===== src/fat16_cluster_chain_walker_assert.svh =====
// Assertion macros used by the chain walker back end (fcw_back).
// Define ASSERT_OFF to compile them out.
`ifndef FAT16_CLUSTER_CHAIN_WALKER_ASSERT_SVH
`define FAT16_CLUSTER_CHAIN_WALKER_ASSERT_SVH

`ifndef ASSERT_OFF

// Property that must hold on every clock edge out of reset
`define FCW_ASSERT(lbl, clk, rstn, prop, msg) \
    lbl: assert property (@(posedge clk) disable iff (!rstn) (prop)) else $error(msg);

// Same-cycle implication
`define FCW_ASSERT_IMP(lbl, clk, rstn, ante, cons, msg) \
    lbl: assert property (@(posedge clk) disable iff (!rstn) (ante) |-> (cons)) else $error(msg);

// Next-cycle implication
`define FCW_ASSERT_NXT(lbl, clk, rstn, ante, cons, msg) \
    lbl: assert property (@(posedge clk) disable iff (!rstn) (ante) |=> (cons)) else $error(msg);

`else

`define FCW_ASSERT(lbl, clk, rstn, prop, msg)
`define FCW_ASSERT_IMP(lbl, clk, rstn, ante, cons, msg)
`define FCW_ASSERT_NXT(lbl, clk, rstn, ante, cons, msg)

`endif

`endif


===== src/fcw_pkg.sv =====
package fcw_pkg;

    // Defaults for the top-level parameters
    localparam int TABLE_ENTRIES_DEF = 32768;
    localparam int CLUSTER_BYTES_DEF = 2048;
    localparam int MAX_CLUSTERS_DEF  = 64;

    // Depth of the queue between classifier and walker
    localparam int QUEUE_DEPTH = 2;

    // Volume geometry constants
    localparam logic [15:0] CHAIN_END       = 16'hFFF8;
    localparam int          SECTOR_BYTES    = 512;
    localparam int          DIR_ENTRY_BYTES = 32;
    localparam int          SECTOR_SHIFT    = $clog2(SECTOR_BYTES);
    localparam int          DIR_SHIFT       = $clog2(DIR_ENTRY_BYTES);

    // Function codes on the input channel
    localparam logic FUNC_WRITE = 1'b0;
    localparam logic FUNC_READ  = 1'b1;

    // Configuration register indexes
    localparam logic [2:0] REG_PART_OFFSET  = 3'd0;
    localparam logic [2:0] REG_RESERVED     = 3'd1;
    localparam logic [2:0] REG_FAT_COPIES   = 3'd2;
    localparam logic [2:0] REG_SECT_PER_FAT = 3'd3;
    localparam logic [2:0] REG_ROOT_ENTRIES = 3'd4;
    localparam logic [2:0] REG_SECT_PER_CLU = 3'd5;
    localparam logic [2:0] REG_READY        = 3'd6;

    typedef enum logic [1:0] {
        ST_COMPLETE  = 2'd0,
        ST_CHAIN_END = 2'd1,
        ST_NOT_READY = 2'd2,
        ST_BEYOND    = 2'd3
    } status_t;

    // Work kinds handed from the classifier to the walker
    typedef enum logic [1:0] {
        OP_WRITE  = 2'd0,
        OP_SINGLE = 2'd1,
        OP_WALK   = 2'd2
    } op_t;

    typedef enum logic [1:0] {
        S_IDLE = 2'd0,
        S_MUL  = 2'd1,
        S_WAIT = 2'd2,
        S_EMIT = 2'd3
    } back_state_t;

    // Settled volume geometry seen by the front and back parts
    typedef struct packed {
        logic [31:0] base;
        logic [7:0]  spc;
        logic        ready;
    } cfg_t;

    typedef struct packed {
        op_t         op;
        status_t     status;
        logic [15:0] cluster;
        logic [17:0] size;
        logic [14:0] index;
        logic [15:0] value;
    } req_t;

endpackage


===== src/fcw_queue.sv =====
module fcw_queue (
    input  logic           aclk,
    input  logic           aresetn,
    input  logic           push,
    input  fcw_pkg::req_t  push_data,
    output logic           full,
    input  logic           pop,
    output logic           q_valid,
    output fcw_pkg::req_t  q_data
);

    localparam int DEPTH = fcw_pkg::QUEUE_DEPTH;
    localparam int PW    = (DEPTH > 1) ? $clog2(DEPTH) : 1;
    localparam int CW    = $clog2(DEPTH + 1);

    fcw_pkg::req_t entries [DEPTH];

    logic [PW-1:0] wr_ptr_reg, wr_ptr_next;
    logic [PW-1:0] rd_ptr_reg, rd_ptr_next;
    logic [CW-1:0] count_reg, count_next;
    logic          do_push, do_pop;

    assign full    = (count_reg == CW'(DEPTH));
    assign q_valid = (count_reg != '0);
    assign q_data  = entries[rd_ptr_reg];
    assign do_push = push && !full;
    assign do_pop  = pop && q_valid;

    // Advance pointers with wrap
    always_comb begin
        wr_ptr_next = wr_ptr_reg;
        rd_ptr_next = rd_ptr_reg;
        count_next  = count_reg;
        if (do_push) begin
            wr_ptr_next = (wr_ptr_reg == PW'(DEPTH - 1)) ? '0 : wr_ptr_reg + 1'b1;
        end
        if (do_pop) begin
            rd_ptr_next = (rd_ptr_reg == PW'(DEPTH - 1)) ? '0 : rd_ptr_reg + 1'b1;
        end
        if (do_push && !do_pop) begin
            count_next = count_reg + 1'b1;
        end else if (do_pop && !do_push) begin
            count_next = count_reg - 1'b1;
        end
    end

    always_ff @(posedge aclk) begin
        if (!aresetn) begin
            wr_ptr_reg <= '0;
            rd_ptr_reg <= '0;
            count_reg  <= '0;
        end else begin
            wr_ptr_reg <= wr_ptr_next;
            rd_ptr_reg <= rd_ptr_next;
            count_reg  <= count_next;
        end
    end

    always_ff @(posedge aclk) begin
        if (do_push) begin
            entries[wr_ptr_reg] <= push_data;
        end
    end

endmodule


===== config.mk =====
export PLATFORM = sky130hd
export DESIGN_NAME = fcw_queue
export DESIGN_NICKNAME = d
export VERILOG_FILES = /design/src/fat16_cluster_chain_walker_assert.svh /design/src/fcw_pkg.sv /design/src/fcw_queue.sv
export SDC_FILE = /design/constraint.sdc
export NUM_CORES = 1
export LEC_CHECK = 0
export BUFFER_PORTS_ARGS = -buffer_cell sky130_fd_sc_hd__buf_2
export CAP_MARGIN = 20
export CORE_MARGIN = 3
export CORE_UTILIZATION = 47
export DETAILED_ROUTE_END_ITERATION = 8
export GPL_TIMING_DRIVEN = 0
export PLACE_DENSITY_LB_ADDON = 0.12
export SLEW_MARGIN = 5
export SYNTH_ARGS = -nofsm -noshare
export SYNTH_HDL_FRONTEND = slang
export SYNTH_SLANG_ARGS = --single-unit

===== constraint.sdc =====
create_clock -name aclk -period 4.3 [get_ports aclk]
set_clock_uncertainty 0.15 [all_clocks]
set_input_delay 0.86 -clock aclk [delete_from_list [all_inputs] [get_ports aclk]]
set_output_delay 0.86 -clock aclk [all_outputs]
set_load 0.1 [all_outputs]

==> qor.yml <==
status: "completed"
worst_ep_arrival_time_ps: 1900
cts.clk_slew.worst_paths_ps: 60
initial_core_util_pct: 49.56
yosys_warnings: 0
fmax_ghz: 0.3437
required_ps: 3290
final_cells: 556
grt_max_degree: 43
cts_made_buffers: 17
clock_sinks: 143
drv_slew: 0
antenna_cells: 0
antenna_found_initial: 0
die_x_microns: 111.7
portBuffers: 143
setup_viol: 0
drive_above_1_share_pct: 61.19
vias_per_cell: 4.854
dr_total_vias: 2699
routedWlPerCell_microns: 16.49
cts_tree: "yes"
grt_use_total_pct: 15.46
synth_top_area_share_pct: 78.88
syn_area_per_cell_sq_um: 21.89
die_area_sq_um: 12480
cp-end-kind: "output port"
hp-class: "reg -> reg"
grt_pass1_wl_microns: 14620
grt_pass1_vias: 2923
dp_hpwl_microns: 6270
maxCapViolations: 0
drt_iter0_drc: 110
netlist_instances: 240
routed_wl_microns: 9167
syn-num-nets: 314
seq_area_frac_synth_pct: 80.78
crit_type: "reg -> out"
critPathLaunchType: "register"
gp_congestion: 0.7125
fp.dieH_microns: 111.7
core_sq_um: 10600
fin_nets: 481
cts_hold_buf: 0
synth.distinct_cells: 23
ant_nets: 0
io_pins: 144
finalHoldViolCount: 0
yosysTopAreaCell: "edfxtp_1"
h-tree-depth: 4
worst-slew-pin-transition_ps: 825.2
largest_reg_flops: 138
cts_resized: 0
synth_area_leaders: "edfxtp_1 (79%), mux2_2 (13%), mux2_4 (2.9%)"
finalCritPeriodShare_pct: 67.66
worstPathMaxFanout: 10
cts.path.max_buffers: 2
rows: 37
fin_crit_ps: 2910
synth.ff_latch_count: 143
grt.overflow.total: 0
clock_latency_ps: 500
ff2ff_setup_slack_ps: 1980
place_inst: 524
area_delta_synth_final_pct: 30.70
syn_area_sq_um: 5254
root_buffer: "clkbuf_8"
drt-pass1-iter-count: 4
drc: 0
rsz0062_at_grt: "false"
cts_setup_buffers: 0
max-slew-margin-rel_pct: 44.81
[cell families after synthesis]
logic type	Yosys count	share of synthesized area [%]
flip-flops	143	80.78
multiplexers	69	15.50
buffers and inverters	10	1.262
AND/OR/NAND/NOR	9	1.096
AO/OA/AOI/OAI	5	0.6192
XOR/XNOR	3	0.5002
adder cells (fa/ha/maj)	1	0.2381
[per-layer routing]
layer  GRT usage [%]  wire (microns)  vias up
met5               0               0        -
met4           6.002             105        0
met3           6.413             660        7
li1                -               -     1285
met1           17.33            3703     1316
met2           26.34            4698       91
[metrics by stage]
step	instance area, sq um	TNS (ps)	worst slack, ps	hold WS, ps	utilization, %
2_1_floorplan	5254	0	27.18	328.5	-
3_3_place_gp	6140	-116420	-1666	343.8	57.91
3_5_place_dp	6276	0	1503	368.4	59.20
4_1_cts	6867	0	1343	361.7	64.77
5_1_grt	6867	0	1282	351.9	64.77
6_report	6867	0	1390	375.5	64.77
[final timing paths]
path / from / to / depth (start not counted)
max: register / q_data[6] / 4
min: count_reg[1]$_SDFFE_PN0P_ / count_reg[1]$_SDFFE_PN0P_ / 2
max reg2reg: count_reg[0]$_SDFFE_PN0P_ / entries[0][38]$_DFFE_PP_ / 6
min reg2reg: count_reg[1]$_SDFFE_PN0P_ / count_reg[1]$_SDFFE_PN0P_ / 2
[placed cells by master (no fill, tap or decap), types with 2 or more instances in the layout]
cell type     n
dfxtp_1       5
and2_1        3
bufinv_16     3
mux2_4       10
clkbuf_16    16
clkinvlp_4    4
xnor2_1       2
edfxtp_1    138
buf_2       148
clkbuf_8      3
mux2_2       59
buf_16        4
buf_6         3
clkbuf_1      3
[synthesized netlist by cell type]
| cell type | instances |
|---|---|
| nand2b_1 | 1 |
| ha_1 | 1 |
| inv_1 | 1 |
| edfxtp_1 | 138 |
| buf_6 | 3 |
| o21ai_1 | 1 |
| o21a_1 | 1 |
| nor2_1 | 1 |
| a21boi_1 | 1 |
| buf_2 | 5 |
| dfxtp_1 | 5 |
| or2_2 | 1 |
| inv_2 | 1 |
| o21ai_0 | 1 |
| mux2_4 | 10 |
| or3_1 | 1 |
| and3_1 | 1 |
| and2_1 | 3 |
| a21boi_0 | 1 |
| xnor2_1 | 2 |
| mux2_2 | 59 |
| nor3_2 | 1 |
| xor2_1 | 1 |
[layout make-up]
class	instances	area [sq um]
Multi-Input combinational cell	87	954.7
Buffer	8	58.81
Fill cell	793	3735
Timing Repair Buffer	148	840.8
Clock buffer	22	452.9
Tap cell	136	170.2
Clock inverter	10	137.6
Inverter	2	7.507
Sequential cell	143	4244
[worst max-delay path, cell delays in order, from the launching register on]
cell and delay (ps):
dfxtp_1 320, buf_6 130, buf_2 280, mux2_2 380
buf_2 290
Power is not shown: default switching activity piles up to over one toggle a cycle in this logic, so the estimate is an artifact.
