## src/fat16_cluster_chain_walker_assert.svh

```systemverilog
// Assertion macros used by the chain walker back end (fcw_back).
// Define ASSERT_OFF to compile them out.
`ifndef FAT16_CLUSTER_CHAIN_WALKER_ASSERT_SVH
`define FAT16_CLUSTER_CHAIN_WALKER_ASSERT_SVH

`ifndef ASSERT_OFF

// Property that must hold on every clock edge out of reset
`define FCW_ASSERT(lbl, clk, rstn, prop, msg) \
    lbl: assert property (@(posedge clk) disable iff (!rstn) (prop)) else $error(msg);

// Same-cycle implication
`define FCW_ASSERT_IMP(lbl, clk, rstn, ante, cons, msg) \
    lbl: assert property (@(posedge clk) disable iff (!rstn) (ante) |-> (cons)) else $error(msg);

// Next-cycle implication
`define FCW_ASSERT_NXT(lbl, clk, rstn, ante, cons, msg) \
    lbl: assert property (@(posedge clk) disable iff (!rstn) (ante) |=> (cons)) else $error(msg);

`else

`define FCW_ASSERT(lbl, clk, rstn, prop, msg)
`define FCW_ASSERT_IMP(lbl, clk, rstn, ante, cons, msg)
`define FCW_ASSERT_NXT(lbl, clk, rstn, ante, cons, msg)

`endif

`endif

```

## src/fcw_pkg.sv

```systemverilog
package fcw_pkg;

    // Defaults for the top-level parameters
    localparam int TABLE_ENTRIES_DEF = 32768;
    localparam int CLUSTER_BYTES_DEF = 2048;
    localparam int MAX_CLUSTERS_DEF  = 64;

    // Depth of the queue between classifier and walker
    localparam int QUEUE_DEPTH = 2;

    // Volume geometry constants
    localparam logic [15:0] CHAIN_END       = 16'hFFF8;
    localparam int          SECTOR_BYTES    = 512;
    localparam int          DIR_ENTRY_BYTES = 32;
    localparam int          SECTOR_SHIFT    = $clog2(SECTOR_BYTES);
    localparam int          DIR_SHIFT       = $clog2(DIR_ENTRY_BYTES);

    // Function codes on the input channel
    localparam logic FUNC_WRITE = 1'b0;
    localparam logic FUNC_READ  = 1'b1;

    // Configuration register indexes
    localparam logic [2:0] REG_PART_OFFSET  = 3'd0;
    localparam logic [2:0] REG_RESERVED     = 3'd1;
    localparam logic [2:0] REG_FAT_COPIES   = 3'd2;
    localparam logic [2:0] REG_SECT_PER_FAT = 3'd3;
    localparam logic [2:0] REG_ROOT_ENTRIES = 3'd4;
    localparam logic [2:0] REG_SECT_PER_CLU = 3'd5;
    localparam logic [2:0] REG_READY        = 3'd6;

    typedef enum logic [1:0] {
        ST_COMPLETE  = 2'd0,
        ST_CHAIN_END = 2'd1,
        ST_NOT_READY = 2'd2,
        ST_BEYOND    = 2'd3
    } status_t;

    // Work kinds handed from the classifier to the walker
    typedef enum logic [1:0] {
        OP_WRITE  = 2'd0,
        OP_SINGLE = 2'd1,
        OP_WALK   = 2'd2
    } op_t;

    typedef enum logic [1:0] {
        S_IDLE = 2'd0,
        S_MUL  = 2'd1,
        S_WAIT = 2'd2,
        S_EMIT = 2'd3
    } back_state_t;

    // Settled volume geometry seen by the front and back parts
    typedef struct packed {
        logic [31:0] base;
        logic [7:0]  spc;
        logic        ready;
    } cfg_t;

    typedef struct packed {
        op_t         op;
        status_t     status;
        logic [15:0] cluster;
        logic [17:0] size;
        logic [14:0] index;
        logic [15:0] value;
    } req_t;

endpackage

```

## src/fcw_cfg.sv

```systemverilog
module fcw_cfg (
    input  logic               aclk,
    input  logic               aresetn,
    input  logic               cfg_valid,
    output logic               cfg_ready,
    input  logic [2:0]         cfg_index,
    input  logic [31:0]        cfg_data,
    output fcw_pkg::cfg_t      cfg
);

    logic [31:0] part_offset_reg, part_offset_next;
    logic [15:0] reserved_reg, reserved_next;
    logic [7:0]  fat_copies_reg, fat_copies_next;
    logic [15:0] spf_reg, spf_next;
    logic [15:0] root_reg, root_next;
    logic [7:0]  spc_reg, spc_next;
    logic        ready_reg, ready_next;

    logic [23:0] prod_reg, prod_next;
    logic [16:0] fixed_reg, fixed_next;
    logic [31:0] base_reg, base_next;

    logic [21:0] root_bytes;
    logic [12:0] root_secs;

    assign cfg_ready = 1'b1;

    // Decode register writes
    always_comb begin
        part_offset_next = part_offset_reg;
        reserved_next    = reserved_reg;
        fat_copies_next  = fat_copies_reg;
        spf_next         = spf_reg;
        root_next        = root_reg;
        spc_next         = spc_reg;
        ready_next       = ready_reg;
        if (cfg_valid) begin
            unique case (cfg_index)
                fcw_pkg::REG_PART_OFFSET:  part_offset_next = cfg_data;
                fcw_pkg::REG_RESERVED:     reserved_next    = cfg_data[15:0];
                fcw_pkg::REG_FAT_COPIES:   fat_copies_next  = cfg_data[7:0];
                fcw_pkg::REG_SECT_PER_FAT: spf_next         = cfg_data[15:0];
                fcw_pkg::REG_ROOT_ENTRIES: root_next        = cfg_data[15:0];
                fcw_pkg::REG_SECT_PER_CLU: spc_next         = cfg_data[7:0];
                fcw_pkg::REG_READY:        ready_next       = cfg_data[0];
                default: ;
            endcase
        end
    end

    // Data area start: two stages, multiply first, then the three-way add
    always_comb begin
        root_bytes = (22'(root_reg) << fcw_pkg::DIR_SHIFT) + 22'(fcw_pkg::SECTOR_BYTES - 1);
        root_secs  = 13'(root_bytes >> fcw_pkg::SECTOR_SHIFT);
        prod_next  = 24'(fat_copies_reg) * 24'(spf_reg);
        fixed_next = 17'(reserved_reg) + 17'(root_secs);
        base_next  = part_offset_reg + 32'(prod_reg) + 32'(fixed_reg);
    end

    always_ff @(posedge aclk) begin
        if (!aresetn) begin
            part_offset_reg <= 32'd2048;
            reserved_reg    <= 16'd1;
            fat_copies_reg  <= 8'd2;
            spf_reg         <= 16'd256;
            root_reg        <= 16'd512;
            spc_reg         <= 8'd4;
            ready_reg       <= 1'b0;
        end else begin
            part_offset_reg <= part_offset_next;
            reserved_reg    <= reserved_next;
            fat_copies_reg  <= fat_copies_next;
            spf_reg         <= spf_next;
            root_reg        <= root_next;
            spc_reg         <= spc_next;
            ready_reg       <= ready_next;
        end
    end

    always_ff @(posedge aclk) begin
        prod_reg  <= prod_next;
        fixed_reg <= fixed_next;
        base_reg  <= base_next;
    end

    assign cfg.base  = base_reg;
    assign cfg.spc   = spc_reg;
    assign cfg.ready = ready_reg;

endmodule

```

## config.mk

```make
export PLATFORM = sky130hd
export DESIGN_NAME = fcw_cfg
export DESIGN_NICKNAME = d
export VERILOG_FILES = /design/src/fat16_cluster_chain_walker_assert.svh /design/src/fcw_pkg.sv /design/src/fcw_cfg.sv
export SDC_FILE = /design/constraint.sdc
export NUM_CORES = 1
export LEC_CHECK = 0
export ABC_AREA = 1
export BUFFER_PORTS_ARGS = -buffer_cell sky130_fd_sc_hd__buf_2
export CORE_ASPECT_RATIO = 0.9
export CORE_MARGIN = 2
export CORE_UTILIZATION = 35
export DETAILED_ROUTE_END_ITERATION = 10
export GPL_ROUTABILITY_DRIVEN = 0
export SLEW_MARGIN = 0
export SYNTH_ARGS = -nofsm -noshare
export SYNTH_HDL_FRONTEND = slang
export SYNTH_SLANG_ARGS = --single-unit
```

## constraint.sdc

```tcl
create_clock -name aclk -period 4.45 [get_ports aclk]
set_clock_uncertainty 0.1 [all_clocks]
set_input_delay 0.89 -clock aclk [delete_from_list [all_inputs] [get_ports aclk]]
set_output_delay 0.89 -clock aclk [all_outputs]
set_load 0.02 [all_outputs]
```

==> flow_metrics.tcl <==
set metrics [dict create \
    status "finished, final reports clean" \
    antenna_cells 0 \
    ant_nets 0 \
    drive_above_1_share 0.0974 \
    synth.most_common_cell "nand2_1" \
    worst-path-buf-inv 3 \
    place_hpwl_um 26200 \
    cp_top_family "adder cells" \
    yosys-top-cells-area "dfxtp_1, fa_1, nand2_1, inv_1, ha_1" \
    synth_area_leader_cell "dfxtp_1" \
    crit_path_end_kind "register" \
    synth-seq-area-share 0.263 \
    crit_arrival_ps 4520 \
    p_per_area_nw_per_um2 250 \
    placed_cell_area_um2 13900 \
    drc 0 \
    fill_cells 3824 \
    cp.depth 15 \
    postLayoutCoreUtil 0.400 \
    vias 11100 \
    multi_input_area_um2 7820 \
    regArea_um2 3430 \
    slew_headroom 0.409 \
    max_stage_delay_ps 550 \
    period_needed_ps 4290 \
    synth_nets 2066 \
    path_class "register to register" \
    whs_ps 360 \
    finish.net_count 2136 \
    die_w_um 207 \
    cts_setup_buffers 0 \
    syn_area_um2 13000 \
    post_layout_nonfiller_instances 2396 \
    setup_viol 0 \
    area_growth_pct 12.3 \
    hold_path_class "register to register" \
    drtIter0Drc 635 \
    dp_cells 2364 \
    yosys_warnings 0 \
    via_per_inst 4.62 \
    netlist_instances 1837 \
    worst_pin_slew_ps 886 \
    initial_utilization 0.356 \
    grt_pass1_vias 11000 \
    clockRootBuffer "clkbuf_16" \
    rsz0062_at_grt "true" \
    synth.ff_latch_count 170 \
    holdPathStages 2 \
    path_clk_slew_ps 60 \
    synth_commonest_cells "nand2_1, inv_1, nor2_1" \
    antenna_found_initial 1 \
    fin_area_um2 14500 \
    io_buffers 78 \
    grt_usage 0.175 \
    maxSlewViolCount 0 \
    cts_made_buffers 17 \
    cp_max_fo 9 \
    rows 66 \
    grt_pass1_wl_um 53800 \
    routed_wl_um 32600 \
    synth-edff-count 0 \
    num_io_pins 80 \
    ir_worst_vdd_mv 0.237 \
    die_area_um2 38600 \
    final_hold_viol_count 0 \
    worstRegToRegCells 15 \
    grt-ovfl-total 0 \
    grt_max_degree 50 \
    coreArea_um2 36300 \
    synthFlopType "dfxtp_1" \
    yosys.area.top_type_share 0.263 \
    clock_latency_ps 440 \
    h-tree-depth 4 \
    crit_required_ps 4680 \
    critPathLaunchType "register" \
    crit_top_cell "fa_1" \
    cts.sinks 170 \
    clock_tree.buffer_depth 2 \
    p_leak_nw 8.55 \
    cap_violations 0 \
    synthArstFlopShare 0 \
    fmax_mhz 233 \
    critical-path-slowest-cell "fa_1" \
    die_y_um 186 \
    cp_cell_sequence "nand2_1, inv_1, fa_1, fa_1, fa_1, inv_1, fa_1, inv_1, ha_1, a21oi_1, o21ai_1, a21oi_2, nand3_1, nand2_1, nand2_1" \
    first_pass_iters 7 \
    cts_tree "done" \
    ys_types 36 \
    synth_area_per_cell_um2 7.05 \
    wire_per_inst_um 13.6 \
    post-route-period-util 0.963 \
    power.total_mw 3.64 \
]
worst reg2reg max path, delay by kind of cell, from the launching register on:
kind / cells / cell delay, ps
compound gates: 3 / 690
fa+ha+maj: 5 / 2410
buf+inv: 3 / 180
flops: 1 / 460
simple gates: 4 / 340
kinds of logic (layout without fill, tap and decap cells):
family,count (synthesis),after routing,synth area share
AOI/OAI and AO/OA,183,183,0.0738
xor gates and xnor gates,46,46,0.0311
adders and majority gates,191,191,0.244
buffers and inverters,447,530,0.136
DFF,170,170,0.263
other,1,1,0.000290
and+or+nand+nor,799,799,0.252
area by class of cell:
| class | count | share of cell area |
|---|---|---|
| clock inverter | 11 | 0.00835 |
| clock buffer | 21 | 0.0317 |
| inverter | 390 | 0.101 |
| tap | 476 | 0.0410 |
| timing repair buffer | 108 | 0.0441 |
| multi-input combinational | 1220 | 0.538 |
| sequential | 170 | 0.236 |
where the power goes:
group	internal, mW	leakage (nW)	switching [mW]	total (mW)
logic	0.168	6.87	0.327	0.495
clock network	0.854	0.283	0.628	1.48
registers	1.61	1.39	0.0512	1.66
total	2.63	8.55	1.01	3.64
worst paths after layout:
path                     from            to  slack (ps)
setup / recovery  spf_reg[10]  prod_reg[23]         160
hold / removal     spc_reg[2]    spc_reg[2]         360
setup reg to reg  spf_reg[10]  prod_reg[23]         160
hold reg to reg    spc_reg[2]    spc_reg[2]         360
stage by stage:
step,worst slack [ps],TNS (ps)
floorplan,141,0
global placement,31.2,0
detailed placement,-62.2,-62.2
CTS,76.1,0
global route,1.68,0
finish,163,0
placed cells by master, fill, tap and decap left out, drive strengths merged, types with 39 or more instances in the layout:
master and instances:
a21oi 82, buf 108, dfxtp 170, fa 103
ha 88, inv 390, nand2 494, nand3 76
nor2 195, o21ai 91, xor2 39
metal layers:
layer	up-vias	share of wire	track usage
li1	5654	-	-
met1	5138	0.46	0.228
met2	242	0.48	0.304
met3	32	0.046	0.0211
met4	0	0.014	0.0453
met5	-	0	0
what timing repair did:
item | in CTS | in global routing
endpoints found under the hold margin | 0 | 0
hold buffers | 0 | 0
resized for setup | 6 | 22
pin swaps | 0 | 1
setup endpoints to repair | 3 | 11
Power figures use the tool's default switching activity.
