`config.mk`:
```
export PLATFORM = sky130hd
export DESIGN_NAME = fcw_back
export DESIGN_NICKNAME = d
export VERILOG_FILES = /design/src/fcw_pkg.sv /design/src/fcw_back.sv
export VERILOG_INCLUDE_DIRS = /design/src /design/src/src
export SDC_FILE = /design/constraint.sdc
export NUM_CORES = 1
export LEC_CHECK = 0
export BUFFER_PORTS_ARGS = -buffer_cell sky130_fd_sc_hd__buf_2
export CORE_ASPECT_RATIO = 0.6
export CORE_MARGIN = 2
export CORE_UTILIZATION = 40
export DETAILED_ROUTE_END_ITERATION = 6
export HOLD_SLACK_MARGIN = 0.1
export SYNTH_ARGS = -nofsm -noshare
export SYNTH_HDL_FRONTEND = slang
export SYNTH_SLANG_ARGS = --single-unit
```
`constraint.sdc`:
```
create_clock -name aclk -period 9.4 [get_ports aclk]
set_clock_uncertainty 0.15 [all_clocks]
set_input_delay 0.94 -clock aclk [delete_from_list [all_inputs] [get_ports aclk]]
set_output_delay 0.94 -clock aclk [all_outputs]
set_load 0.01 [all_outputs]
```
`src/fat16_cluster_chain_walker_assert.svh`:
```
// Assertion macros used by the chain walker back end (fcw_back).
// Define ASSERT_OFF to compile them out.
`ifndef FAT16_CLUSTER_CHAIN_WALKER_ASSERT_SVH
`define FAT16_CLUSTER_CHAIN_WALKER_ASSERT_SVH

`ifndef ASSERT_OFF

// Property that must hold on every clock edge out of reset
`define FCW_ASSERT(lbl, clk, rstn, prop, msg) \
    lbl: assert property (@(posedge clk) disable iff (!rstn) (prop)) else $error(msg);

// Same-cycle implication
`define FCW_ASSERT_IMP(lbl, clk, rstn, ante, cons, msg) \
    lbl: assert property (@(posedge clk) disable iff (!rstn) (ante) |-> (cons)) else $error(msg);

// Next-cycle implication
`define FCW_ASSERT_NXT(lbl, clk, rstn, ante, cons, msg) \
    lbl: assert property (@(posedge clk) disable iff (!rstn) (ante) |=> (cons)) else $error(msg);

`else

`define FCW_ASSERT(lbl, clk, rstn, prop, msg)
`define FCW_ASSERT_IMP(lbl, clk, rstn, ante, cons, msg)
`define FCW_ASSERT_NXT(lbl, clk, rstn, ante, cons, msg)

`endif

`endif

```
`src/fcw_pkg.sv`:
```
package fcw_pkg;

    // Defaults for the top-level parameters
    localparam int TABLE_ENTRIES_DEF = 32768;
    localparam int CLUSTER_BYTES_DEF = 2048;
    localparam int MAX_CLUSTERS_DEF  = 64;

    // Depth of the queue between classifier and walker
    localparam int QUEUE_DEPTH = 2;

    // Volume geometry constants
    localparam logic [15:0] CHAIN_END       = 16'hFFF8;
    localparam int          SECTOR_BYTES    = 512;
    localparam int          DIR_ENTRY_BYTES = 32;
    localparam int          SECTOR_SHIFT    = $clog2(SECTOR_BYTES);
    localparam int          DIR_SHIFT       = $clog2(DIR_ENTRY_BYTES);

    // Function codes on the input channel
    localparam logic FUNC_WRITE = 1'b0;
    localparam logic FUNC_READ  = 1'b1;

    // Configuration register indexes
    localparam logic [2:0] REG_PART_OFFSET  = 3'd0;
    localparam logic [2:0] REG_RESERVED     = 3'd1;
    localparam logic [2:0] REG_FAT_COPIES   = 3'd2;
    localparam logic [2:0] REG_SECT_PER_FAT = 3'd3;
    localparam logic [2:0] REG_ROOT_ENTRIES = 3'd4;
    localparam logic [2:0] REG_SECT_PER_CLU = 3'd5;
    localparam logic [2:0] REG_READY        = 3'd6;

    typedef enum logic [1:0] {
        ST_COMPLETE  = 2'd0,
        ST_CHAIN_END = 2'd1,
        ST_NOT_READY = 2'd2,
        ST_BEYOND    = 2'd3
    } status_t;

    // Work kinds handed from the classifier to the walker
    typedef enum logic [1:0] {
        OP_WRITE  = 2'd0,
        OP_SINGLE = 2'd1,
        OP_WALK   = 2'd2
    } op_t;

    typedef enum logic [1:0] {
        S_IDLE = 2'd0,
        S_MUL  = 2'd1,
        S_WAIT = 2'd2,
        S_EMIT = 2'd3
    } back_state_t;

    // Settled volume geometry seen by the front and back parts
    typedef struct packed {
        logic [31:0] base;
        logic [7:0]  spc;
        logic        ready;
    } cfg_t;

    typedef struct packed {
        op_t         op;
        status_t     status;
        logic [15:0] cluster;
        logic [17:0] size;
        logic [14:0] index;
        logic [15:0] value;
    } req_t;

endpackage

```
`src/fcw_back.sv`:
```
`include "fat16_cluster_chain_walker_assert.svh"

module fcw_back #(
    parameter int TABLE_ENTRIES = fcw_pkg::TABLE_ENTRIES_DEF,
    parameter int CLUSTER_BYTES = fcw_pkg::CLUSTER_BYTES_DEF
) (
    input  logic                             aclk,
    input  logic                             aresetn,
    input  logic                             q_valid,
    input  fcw_pkg::req_t                    q_data,
    output logic                             q_pop,
    input  fcw_pkg::cfg_t                    cfg,
    output logic                             ram_we,
    output logic [$clog2(TABLE_ENTRIES)-1:0] ram_waddr,
    output logic [15:0]                      ram_wdata,
    output logic                             ram_re,
    output logic [$clog2(TABLE_ENTRIES)-1:0] ram_raddr,
    input  logic [15:0]                      ram_rdata,
    output logic                             m_valid,
    input  logic                             m_ready,
    output logic [31:0]                      m_sector_lba,
    output logic [7:0]                       m_sector_count,
    output logic [11:0]                      m_byte_count,
    output logic [17:0]                      m_buffer_offset,
    output logic [17:0]                      m_total_bytes,
    output logic [1:0]                       m_status,
    output logic                             m_last
);

    localparam int AW = $clog2(TABLE_ENTRIES);
    localparam int CW = $clog2(CLUSTER_BYTES + 1);

    fcw_pkg::back_state_t state_reg, state_next;

    logic [15:0]       cluster_reg, cluster_next;
    logic [17:0]       remain_reg, remain_next;
    logic [17:0]       done_reg, done_next;
    logic [CW-1:0]     chunk_reg, chunk_next;
    logic [31:0]       mul_reg, mul_next;
    fcw_pkg::status_t  status_reg, status_next;
    logic              last_reg, last_next;

    logic              m_valid_reg, m_valid_next;
    logic [31:0]       lba_reg, lba_next;
    logic [7:0]        cnt_reg, cnt_next;
    logic [11:0]       bytes_reg, bytes_next;
    logic [17:0]       offs_reg, offs_next;
    logic [17:0]       total_reg, total_next;
    fcw_pkg::status_t  ost_reg, ost_next;
    logic              olast_reg, olast_next;

    logic              out_free;
    logic [CW-1:0]     chunk_c;
    logic [17:0]       rem_after;
    logic              beyond;
    logic              next_end;
    logic              emit;
    logic              emit_single;
    logic              emit_last;
    fcw_pkg::status_t  emit_status;
    logic [16:0]       waddr_wide;
    logic [16:0]       raddr_wide;

    // Per-cluster arithmetic
    assign out_free  = !m_valid_reg || m_ready;
    assign chunk_c   = (remain_reg < 18'(CLUSTER_BYTES)) ? CW'(remain_reg) : CW'(CLUSTER_BYTES);
    assign rem_after = remain_reg - 18'(chunk_c);
    assign beyond    = 17'(cluster_reg) >= 17'(TABLE_ENTRIES);
    assign next_end  = ram_rdata >= fcw_pkg::CHAIN_END;

    // Next state
    always_comb begin
        state_next = state_reg;
        unique case (state_reg)
            fcw_pkg::S_IDLE: begin
                if (q_valid && q_data.op == fcw_pkg::OP_WALK) begin
                    state_next = fcw_pkg::S_MUL;
                end
            end
            fcw_pkg::S_MUL: begin
                if (rem_after != 18'd0 && !beyond) begin
                    state_next = fcw_pkg::S_WAIT;
                end else begin
                    state_next = fcw_pkg::S_EMIT;
                end
            end
            fcw_pkg::S_WAIT: begin
                if (!out_free) begin
                    state_next = fcw_pkg::S_EMIT;
                end else if (next_end) begin
                    state_next = fcw_pkg::S_IDLE;
                end else begin
                    state_next = fcw_pkg::S_MUL;
                end
            end
            fcw_pkg::S_EMIT: begin
                if (out_free) begin
                    state_next = last_reg ? fcw_pkg::S_IDLE : fcw_pkg::S_MUL;
                end
            end
            default: state_next = fcw_pkg::S_IDLE;
        endcase
    end

    // Control strobes
    always_comb begin
        ram_we      = (state_reg == fcw_pkg::S_IDLE) && q_valid
                      && (q_data.op == fcw_pkg::OP_WRITE);
        emit_single = (state_reg == fcw_pkg::S_IDLE) && q_valid
                      && (q_data.op == fcw_pkg::OP_SINGLE) && out_free;
        q_pop       = (state_reg == fcw_pkg::S_IDLE) && q_valid
                      && ((q_data.op != fcw_pkg::OP_SINGLE) || out_free);
        ram_re      = (state_reg == fcw_pkg::S_MUL) && (rem_after != 18'd0) && !beyond;
        emit        = ((state_reg == fcw_pkg::S_WAIT) || (state_reg == fcw_pkg::S_EMIT))
                      && out_free;
        if (state_reg == fcw_pkg::S_WAIT) begin
            emit_last   = next_end;
            emit_status = next_end ? fcw_pkg::ST_CHAIN_END : fcw_pkg::ST_COMPLETE;
        end else begin
            emit_last   = last_reg;
            emit_status = status_reg;
        end
    end

    // Table addresses
    assign waddr_wide = 17'(q_data.index);
    assign raddr_wide = 17'(cluster_reg);
    assign ram_waddr  = waddr_wide[AW-1:0];
    assign ram_wdata  = q_data.value;
    assign ram_raddr  = raddr_wide[AW-1:0];

    // Walk registers
    always_comb begin
        cluster_next = cluster_reg;
        remain_next  = remain_reg;
        done_next    = done_reg;
        chunk_next   = chunk_reg;
        mul_next     = mul_reg;
        status_next  = status_reg;
        last_next    = last_reg;
        unique case (state_reg)
            fcw_pkg::S_IDLE: begin
                if (q_valid && q_data.op == fcw_pkg::OP_WALK) begin
                    cluster_next = q_data.cluster;
                    remain_next  = q_data.size;
                    done_next    = '0;
                end
            end
            fcw_pkg::S_MUL: begin
                mul_next    = (32'(cluster_reg) - 32'd2) * 32'(cfg.spc);
                chunk_next  = chunk_c;
                remain_next = rem_after;
                if (!ram_re) begin
                    last_next   = 1'b1;
                    status_next = (rem_after != 18'd0) ? fcw_pkg::ST_BEYOND
                                                       : fcw_pkg::ST_COMPLETE;
                end
            end
            fcw_pkg::S_WAIT: begin
                cluster_next = ram_rdata;
                last_next    = emit_last;
                status_next  = emit_status;
            end
            default: ;
        endcase
        if (emit) begin
            done_next = done_reg + 18'(chunk_reg);
        end
    end

    // Output register: load a descriptor, drop it once taken
    always_comb begin
        m_valid_next = m_valid_reg;
        lba_next     = lba_reg;
        cnt_next     = cnt_reg;
        bytes_next   = bytes_reg;
        offs_next    = offs_reg;
        total_next   = total_reg;
        ost_next     = ost_reg;
        olast_next   = olast_reg;
        priority if (emit_single) begin
            m_valid_next = 1'b1;
            lba_next     = '0;
            cnt_next     = '0;
            bytes_next   = '0;
            offs_next    = '0;
            total_next   = '0;
            ost_next     = q_data.status;
            olast_next   = 1'b1;
        end else if (emit) begin
            m_valid_next = 1'b1;
            lba_next     = cfg.base + mul_reg;
            cnt_next     = cfg.spc;
            bytes_next   = 12'(chunk_reg);
            offs_next    = done_reg;
            total_next   = done_reg + 18'(chunk_reg);
            ost_next     = emit_status;
            olast_next   = emit_last;
        end else if (m_ready) begin
            m_valid_next = 1'b0;
        end
    end

    always_ff @(posedge aclk) begin
        if (!aresetn) begin
            state_reg   <= fcw_pkg::S_IDLE;
            m_valid_reg <= 1'b0;
        end else begin
            state_reg   <= state_next;
            m_valid_reg <= m_valid_next;
        end
    end

    always_ff @(posedge aclk) begin
        cluster_reg <= cluster_next;
        remain_reg  <= remain_next;
        done_reg    <= done_next;
        chunk_reg   <= chunk_next;
        mul_reg     <= mul_next;
        status_reg  <= status_next;
        last_reg    <= last_next;
        lba_reg     <= lba_next;
        cnt_reg     <= cnt_next;
        bytes_reg   <= bytes_next;
        offs_reg    <= offs_next;
        total_reg   <= total_next;
        ost_reg     <= ost_next;
        olast_reg   <= olast_next;
    end

    assign m_valid         = m_valid_reg;
    assign m_sector_lba    = lba_reg;
    assign m_sector_count  = cnt_reg;
    assign m_byte_count    = bytes_reg;
    assign m_buffer_offset = offs_reg;
    assign m_total_bytes   = total_reg;
    assign m_status        = ost_reg;
    assign m_last          = olast_reg;

    // A table lookup is always followed by the cycle that consumes its data
    `FCW_ASSERT_NXT(a_read_then_wait, aclk, aresetn, ram_re, state_reg == fcw_pkg::S_WAIT, "table read not followed by wait state")
    // Table writes and chain lookups never share the port cycle
    `FCW_ASSERT(a_no_rw_clash, aclk, aresetn, !(ram_we && ram_re), "table write and read in one cycle")
    // Lookups stay inside the table
    `FCW_ASSERT_IMP(a_read_in_range, aclk, aresetn, ram_re, 17'(cluster_reg) < 17'(TABLE_ENTRIES), "table read beyond table")
    // The final descriptor of a walk ends the walk
    `FCW_ASSERT_NXT(a_last_ends_walk, aclk, aresetn, emit && emit_last, state_reg == fcw_pkg::S_IDLE, "walk continues after last descriptor")

endmodule
```
==> results of run 1 <==
cell usage after synthesis, types with 5 or more instances:
cell,count,share of area
sky130_fd_sc_hd__a211oi_1,11,0.0057
sky130_fd_sc_hd__a21boi_0,6,0.0031
sky130_fd_sc_hd__a21o_1,37,0.019
sky130_fd_sc_hd__a21oi_1,104,0.036
sky130_fd_sc_hd__a31oi_1,8,0.0035
sky130_fd_sc_hd__and2_1,70,0.030
sky130_fd_sc_hd__and3_1,10,0.0043
sky130_fd_sc_hd__buf_4,46,0.024
sky130_fd_sc_hd__clkbuf_1,48,0.012
sky130_fd_sc_hd__dfxtp_1,92,0.13
sky130_fd_sc_hd__edfxtp_1,95,0.20
sky130_fd_sc_hd__fa_1,110,0.15
sky130_fd_sc_hd__ha_1,97,0.084
sky130_fd_sc_hd__inv_1,194,0.050
sky130_fd_sc_hd__mux2_2,16,0.012
sky130_fd_sc_hd__nand2_1,256,0.066
sky130_fd_sc_hd__nand2b_1,14,0.0060
sky130_fd_sc_hd__nand3_1,18,0.0062
sky130_fd_sc_hd__nand3b_1,5,0.0026
sky130_fd_sc_hd__nor2_1,69,0.018
sky130_fd_sc_hd__nor2b_1,23,0.0099
sky130_fd_sc_hd__nor3_1,21,0.0073
sky130_fd_sc_hd__nor3b_1,5,0.0026
sky130_fd_sc_hd__nor4b_1,5,0.0030
sky130_fd_sc_hd__o211ai_1,5,0.0026
sky130_fd_sc_hd__o21a_1,8,0.0041
sky130_fd_sc_hd__o21ai_0,41,0.014
sky130_fd_sc_hd__o21bai_1,6,0.0031
sky130_fd_sc_hd__o31ai_1,6,0.0031
sky130_fd_sc_hd__or2_2,6,0.0026
sky130_fd_sc_hd__or3_1,10,0.0043
sky130_fd_sc_hd__xnor2_1,44,0.027
sky130_fd_sc_hd__xor2_1,27,0.016
worst reg2reg max path, cell delays in order (launching register included):
cell	delay, ps
sky130_fd_sc_hd__edfxtp_1	450
sky130_fd_sc_hd__nor3_1	330
sky130_fd_sc_hd__nand2b_1	140
sky130_fd_sc_hd__nor2_1	210
sky130_fd_sc_hd__nand3_1	270
sky130_fd_sc_hd__nor3b_1	700
sky130_fd_sc_hd__and2_1	270
sky130_fd_sc_hd__inv_1	70
sky130_fd_sc_hd__fa_1	550
sky130_fd_sc_hd__inv_1	50
sky130_fd_sc_hd__fa_1	460
sky130_fd_sc_hd__fa_1	540
sky130_fd_sc_hd__inv_1	50
sky130_fd_sc_hd__fa_1	520
sky130_fd_sc_hd__inv_1	40
sky130_fd_sc_hd__ha_1	340
sky130_fd_sc_hd__a21o_1	190
sky130_fd_sc_hd__a21o_1	220
sky130_fd_sc_hd__or3_1	320
sky130_fd_sc_hd__a211o_1	280
sky130_fd_sc_hd__a31o_2	240
sky130_fd_sc_hd__a21oi_1	160
sky130_fd_sc_hd__xnor2_1	80
worst max-delay path by stage:
stage,end,slack (ps),cells past startpoint
after global placement,mul_reg[30],2620,22
after global routing,mul_reg[24],1870,23
after detailed placement,mul_reg[30],2510,22
final,mul_reg[30],2500,22
after floorplan,mul_reg[30],3330,22
after CTS,mul_reg[30],2500,22
layer usage:
metal  share of wire  wire length (um)
met1            0.50             19000
met3           0.055              2080
met2            0.42             16000
met4           0.022               843
met5               0                 0
report_power, final:
part | internal [mW] | switching, mW
combinational | 0.599 | 0.806
sequential | 1.03 | 0.0671
clock | 0.383 | 0.372
total | 2.01 | 1.25
cell type report:
class | instances | share of cell area
clock inverters | 15 | 0.0110
inverters | 196 | 0.0454
repair buffers | 214 | 0.0670
diodes | 2 | 0.000308
clock buffers | 17 | 0.0262
well taps | 467 | 0.0359
flip-flops and latches | 187 | 0.289
multi-input cells | 1102 | 0.525
cells by family (layout without fill, tap and decap cells):
family          count (synthesis)  in the layout
compound gates                272            272
xor+xnor                       71             71
flops                         187            187
other cells                     1              3
simple gates                  532            532
buf+inv                       291            442
mux                            19             19
fa+ha+maj                     207            207
==> flow_metrics.tcl, run 1 <==
set metrics [dict create \
    placement_stage_cell_area_sq_mm 0.0156 \
    floorplan.die.width_um 250 \
    result_of_the_run "completed" \
    synth_edf_count 95 \
    postCtsSetupBuffers 0 \
    grt_busiest_layer "met2" \
    required_ps 9450 \
    path_class "reg2reg" \
    initial_utilization 0.410 \
    maximum_number_of_pins_on_one_net_before_global_route_repair 83 \
    synthMuxAreaShare 0.0145 \
    number_of_violations_reported_at_the_end_of_detailed_routing_iteration_0 725 \
    asr_flop_ratio_synth 0 \
    insertion_delay_ps 450 \
    clk_transition_reported_paths_ps 80 \
    tritoncts "built" \
    met3_usage 0.0359 \
    critical_path.cell_chain "nor3_1 > nand2b_1 > nor2_1 > nand3_1 > nor3b_1 > and2_1 > inv_1 > fa_1 > inv_1 > fa_1 > fa_1 > inv_1 > fa_1 > inv_1 > ha_1 > a21o_1 > a21o_1 > or3_1 > a211o_1 > a31o_2 > a21oi_1 > xnor2_1" \
    floorplan.io_pins 271 \
    grt_pass1_vias 10900 \
    utilization 0.460 \
    floorplan.die.height_um 151 \
    ant_nets_after_route 0 \
    cap_viol_max_count 0 \
    mappedNetlistArea_sq_mm 0.0145 \
    nFillCells 3394 \
    worstPathArrival_ps 6940 \
    worst_setup_path_startpoint "cluster_reg[3]" \
    syn2layout_area_growth_pct 12.2 \
    ys_seq_elements 187 \
    clkSinkCount 187 \
    tightest_slew_ps 1050 \
    drive_above_1_share 0.167 \
    synthDistinctLibCells 76 \
    avgSynthCellArea_sq_um 9.17 \
    ctsHtreeMaxLevel 4 \
    cts_inserted_buffers 17 \
    hold_depth 2 \
    synth-main-ff-cell "sky130_fd_sc_hd__edfxtp_1" \
    slowest_delay_ps 690 \
    most_common_library_cell_in_the_layout_ignoring_fill_and_taps "sky130_fd_sc_hd__nand2_1" \
    timing.max_slew.rel_slack 0.297 \
    main_combinational_cell_family_by_area_after_synthesis "adder cells" \
    num-nets-final 2055 \
    ctsLongestPathBuffers 2 \
    layout.cells.most_common_list "sky130_fd_sc_hd__nand2_1 (255), sky130_fd_sc_hd__buf_2 (207), sky130_fd_sc_hd__inv_1 (194)" \
    cp_num_buf_inv 4 \
    p_leak_nw 7.66 \
    fin_worst_hold_slack_ps 296 \
    largest_delay_contributor_family_on_the_critical_path "adder cells" \
    grt_usage 0.206 \
    vdd_drop_max_mv 0.209 \
    final_critical_path_setup_slack_ps 2500 \
    placed_cells_incl_taps 2166 \
    detailedPlacementHpwl_um 29300 \
    cts_root_buffer "sky130_fd_sc_hd__clkbuf_16" \
    multi_input_area_sq_mm 0.00854 \
    synth-seq-area-share 0.324 \
    final.period_utilization 0.734 \
    synthAdderAreaFrac 0.236 \
    worstPathMaxFanout 8 \
    synth_compound_area_frac 0.120 \
    drt-wirelength-per-cell_um 17.2 \
    endpoint_kind "flip-flop" \
    synth.net_count 1917 \
    total_gr_overflow 0 \
    placement_rows 53 \
    worst_r2r_path_depth 22 \
    wirelength_um 37900 \
    worst_case_setup_slack_after_placement_ps 2510 \
    power_density_mw_per_mm2 200 \
    num_vias 11100 \
    grt_setup_unrepaired "false" \
    timing.final.crit_period_ps 6900 \
    critical_path.slowest_cell "sky130_fd_sc_hd__nor3b_1" \
    stdcell_area_sq_mm 0.0163 \
    postSynthCellCount 1580 \
    grt_util_met1 0.303 \
    hp-start "m_sector_lba[31]" \
    setup_violations 0 \
    reg2reg_to "mul_reg[30]" \
    detail_route.drc_violations 0 \
    cts_hold_buffers 0 \
    design.die.area_sq_mm 0.0378 \
    global_route_wire_length_before_repair_um 60300 \
    fmax_mhz 145 \
    reg2reg_from "cluster_reg[3]" \
    setup.reg_to_reg.worst_slack_ps 2500 \
    place.port_buffers 207 \
    first_pass_iters 5 \
    coreArea_sq_mm 0.0353 \
    met2_use_gr 0.304 \
    postCtsResizedCells 0 \
    min_path_type "reg2reg" \
    finalWeightedCongestion 0.878 \
    seqCellArea_sq_mm 0.00469 \
    drv_slew 0 \
    grt_antenna_before_repair 2 \
    largest_reg_flops 32 \
    whs_endpoint "m_sector_lba[31]" \
    fin_tns_setup_ps 0 \
    finish.cell_count_without_fillers 2200 \
    total_power_mw 3.26 \
    route.detailed.vias_per_inst 5.02 \
    critical_path.startpoint_type "flip-flop" \
    synth_xor_xnor_area_share 0.0429 \
    finalHoldViolations 0 \
    synth-simple-area-share 0.175 \
    synth_warnings 0 \
]
Power figures use the tool's default switching activity.
==> run 2: changes to the inputs <==
==> constraint.sdc (replaced) <==
create_clock -name aclk -period 5.9 [get_ports aclk]
set_clock_uncertainty 0.15 [all_clocks]
set_input_delay 0.59 -clock aclk [delete_from_list [all_inputs] [get_ports aclk]]
set_output_delay 0.59 -clock aclk [all_outputs]
set_load 0.01 [all_outputs]
==> run 2 against run 1 <==
  * The flow now finishes with violations (negative setup slack)
  * Critical endpoint unchanged
  * Design area rose by 7.2%
  * Clock power rose by 61%
  * Largest cell class unchanged
  * Sequential cell count did not move
  * Non-clock buffer count rose by 100
  * Highest routed layer unchanged
  * Power rose by 79%
  * Critical path type unchanged
  * Global-route usage rose by 0.47 points
  * First-iteration DRC count rose by 4.3%
  * Critical path depth rose by 2
  * Maximum frequency rose by 16%
  * Final cell count rose by 4.5%
==> flow_metrics.tcl, run 2 (synthesized netlist as in run 1, its figures left out) <==
set metrics [dict create \
    min_path_type "in2reg" \
    worstPathMaxFanout 5 \
    number_of_violations_reported_at_the_end_of_detailed_routing_iteration_0 756 \
    floorplan.die.width_um 250 \
    largest_reg_flops 32 \
    result_of_the_run "finished, violations left" \
    grt_pass1_vias 11200 \
    setup_violations 3 \
    final.period_utilization 1.00 \
    path_class "reg2reg" \
    syn2layout_area_growth_pct 20.3 \
    power_density_mw_per_mm2 335 \
    finalWeightedCongestion 0.886 \
    grt_setup_unrepaired "true" \
    ant_nets_after_route 0 \
    endpoint_kind "flip-flop" \
    critical_path.startpoint_type "flip-flop" \
    tritoncts "built" \
    stdcell_area_sq_mm 0.0174 \
    fmax_mhz 169 \
    drive_above_1_share 0.254 \
    cap_viol_max_count 0 \
    critical_path.slowest_cell "sky130_fd_sc_hd__fa_1" \
    p_leak_nw 8.18 \
    largest_delay_contributor_family_on_the_critical_path "adder cells" \
    critPathMostFrequentCell "sky130_fd_sc_hd__fa_1" \
    clk_transition_reported_paths_ps 80 \
    total_gr_overflow 0 \
    placement_stage_cell_area_sq_mm 0.0162 \
    clkSinkCount 187 \
    timing.max_slew.rel_slack 0.305 \
    multi_input_area_sq_mm 0.00894 \
    nFillCells 3305 \
    diodes 0 \
    cts_root_buffer "sky130_fd_sc_hd__clkbuf_16" \
    final_critical_path_setup_slack_ps -25.9 \
    drt-wirelength-per-cell_um 17.2 \
    ctsHtreeMaxLevel 4 \
    failed_checks "negative setup slack" \
    route.detailed.vias_per_inst 5.00 \
    required_ps 5960 \
    first_pass_iters 5 \
    placement_rows 53 \
    insertion_delay_ps 460 \
    design.die.area_sq_mm 0.0378 \
    num_vias 11500 \
    grt_antenna_before_repair 1 \
    cp_num_buf_inv 5 \
    grt_usage 0.210 \
    global_route_wire_length_before_repair_um 61700 \
    maximum_number_of_pins_on_one_net_before_global_route_repair 93 \
    detailedPlacementHpwl_um 30600 \
    most_common_library_cell_in_the_layout_ignoring_fill_and_taps "sky130_fd_sc_hd__nand2_1" \
    wirelength_um 39500 \
    slowest_delay_ps 530 \
    coreArea_sq_mm 0.0353 \
    ctsLongestPathBuffers 2 \
    worstPathArrival_ps 5990 \
    vdd_drop_max_mv 0.236 \
    cts_inserted_buffers 17 \
    floorplan.die.height_um 151 \
    worst_case_setup_slack_after_placement_ps -284 \
    num-nets-final 2155 \
    finalHoldViolations 0 \
    detail_route.drc_violations 0 \
    drv_slew 0 \
    tightest_slew_ps 1040 \
    initial_utilization 0.410 \
    place.port_buffers 207 \
    critical_path.cell_chain "nor3_2 > nand2b_1 > nor2_2 > and3_4 > buf_4 > nand2_1 > xnor2_1 > buf_4 > nand2_1 > fa_1 > inv_1 > fa_1 > fa_1 > inv_1 > fa_1 > inv_1 > ha_4 > or3_1 > o21ai_2 > a31oi_4 > a211o_1 > a31o_2 > a21oi_2 > xnor2_1" \
    timing.final.crit_period_ps 5930 \
    layout.cells.most_common_list "sky130_fd_sc_hd__nand2_1 (247), sky130_fd_sc_hd__buf_2 (207), sky130_fd_sc_hd__inv_1 (179)" \
    seqCellArea_sq_mm 0.00469 \
    floorplan.io_pins 271 \
]
[run 2: per-stage QoR]
| stage | instances | total power [mW] | TNS, ps | util | hold slack [ps] |
|---|---|---|---|---|---|
| floorplan | 1580 | 3.43 | 0 | - | 320 |
| global placement | 2242 | 4.23 | -407 | 0.460 | 285 |
| detailed placement | 2242 | 4.26 | -1060 | 0.460 | 288 |
| CTS | 2287 | 5.65 | -15.3 | 0.486 | 221 |
| global route | 2298 | 6.27 | -1430 | 0.493 | 248 |
| finish | 2298 | 5.84 | -42.2 | 0.493 | 245 |
[run 2: worst register-to-register path, stage by stage, from the launching register on]
cell and delay (ps):
sky130_fd_sc_hd__edfxtp_1 440, sky130_fd_sc_hd__nor3_2 230, sky130_fd_sc_hd__nand2b_1 120, sky130_fd_sc_hd__nor2_2 140
sky130_fd_sc_hd__and3_4 230, sky130_fd_sc_hd__buf_4 120, sky130_fd_sc_hd__nand2_1 50, sky130_fd_sc_hd__xnor2_1 140
sky130_fd_sc_hd__buf_4 160, sky130_fd_sc_hd__nand2_1 80, sky130_fd_sc_hd__fa_1 530, sky130_fd_sc_hd__inv_1 50
sky130_fd_sc_hd__fa_1 490, sky130_fd_sc_hd__fa_1 500, sky130_fd_sc_hd__inv_1 50, sky130_fd_sc_hd__fa_1 530
sky130_fd_sc_hd__inv_1 70, sky130_fd_sc_hd__ha_4 250, sky130_fd_sc_hd__or3_1 380, sky130_fd_sc_hd__o21ai_2 100
sky130_fd_sc_hd__a31oi_4 60, sky130_fd_sc_hd__a211o_1 340, sky130_fd_sc_hd__a31o_2 260, sky130_fd_sc_hd__a21oi_2 120
sky130_fd_sc_hd__xnor2_1 80
[run 2: routing by layer]
| metal | track usage | vias to the layer above | share of wire |
|---|---|---|---|
| met4 | 0.0515 | 0 | 0.015 |
| met3 | 0.0364 | 35 | 0.050 |
| li1 | - | 5660 | - |
| met1 | 0.312 | 5491 | 0.50 |
| met2 | 0.318 | 300 | 0.43 |
| met5 | 0 | - | 0 |
[run 2: cell type report]
cell class                 count  share of cell area
clock buffer                  17              0.0244
clock inverter                15              0.0109
sequential                   187               0.269
multi-input combinational   1102               0.513
inverter                     196              0.0424
tap                          467              0.0335
timing repair buffer         314               0.106
[run 2: final timing paths]
check,startpoint,end,slack (ps),cells after the start
hold / removal,q_data[38],remain_reg[7],240,3
hold reg to reg,m_sector_count[3],m_sector_count[3],300,2
setup / recovery,cluster_reg[4],mul_reg[30],-30,24
setup reg to reg,cluster_reg[4],mul_reg[30],-30,24
[run 2: report_power, final]
group | total (mW) | switching, mW | leakage [nW] | internal [mW]
clock network | 1.22 | 0.634 | 0.295 | 0.584
registers | 1.74 | 0.103 | 1.65 | 1.64
logic | 2.88 | 1.54 | 6.23 | 1.34
[run 2: repair_timing]
item,in CTS,in global routing
gates resized for setup,52,38
hold buffers,0,0
setup endpoints to repair,6,11
setup buffers,13,11
cloned,0,0
pin swaps,51,22
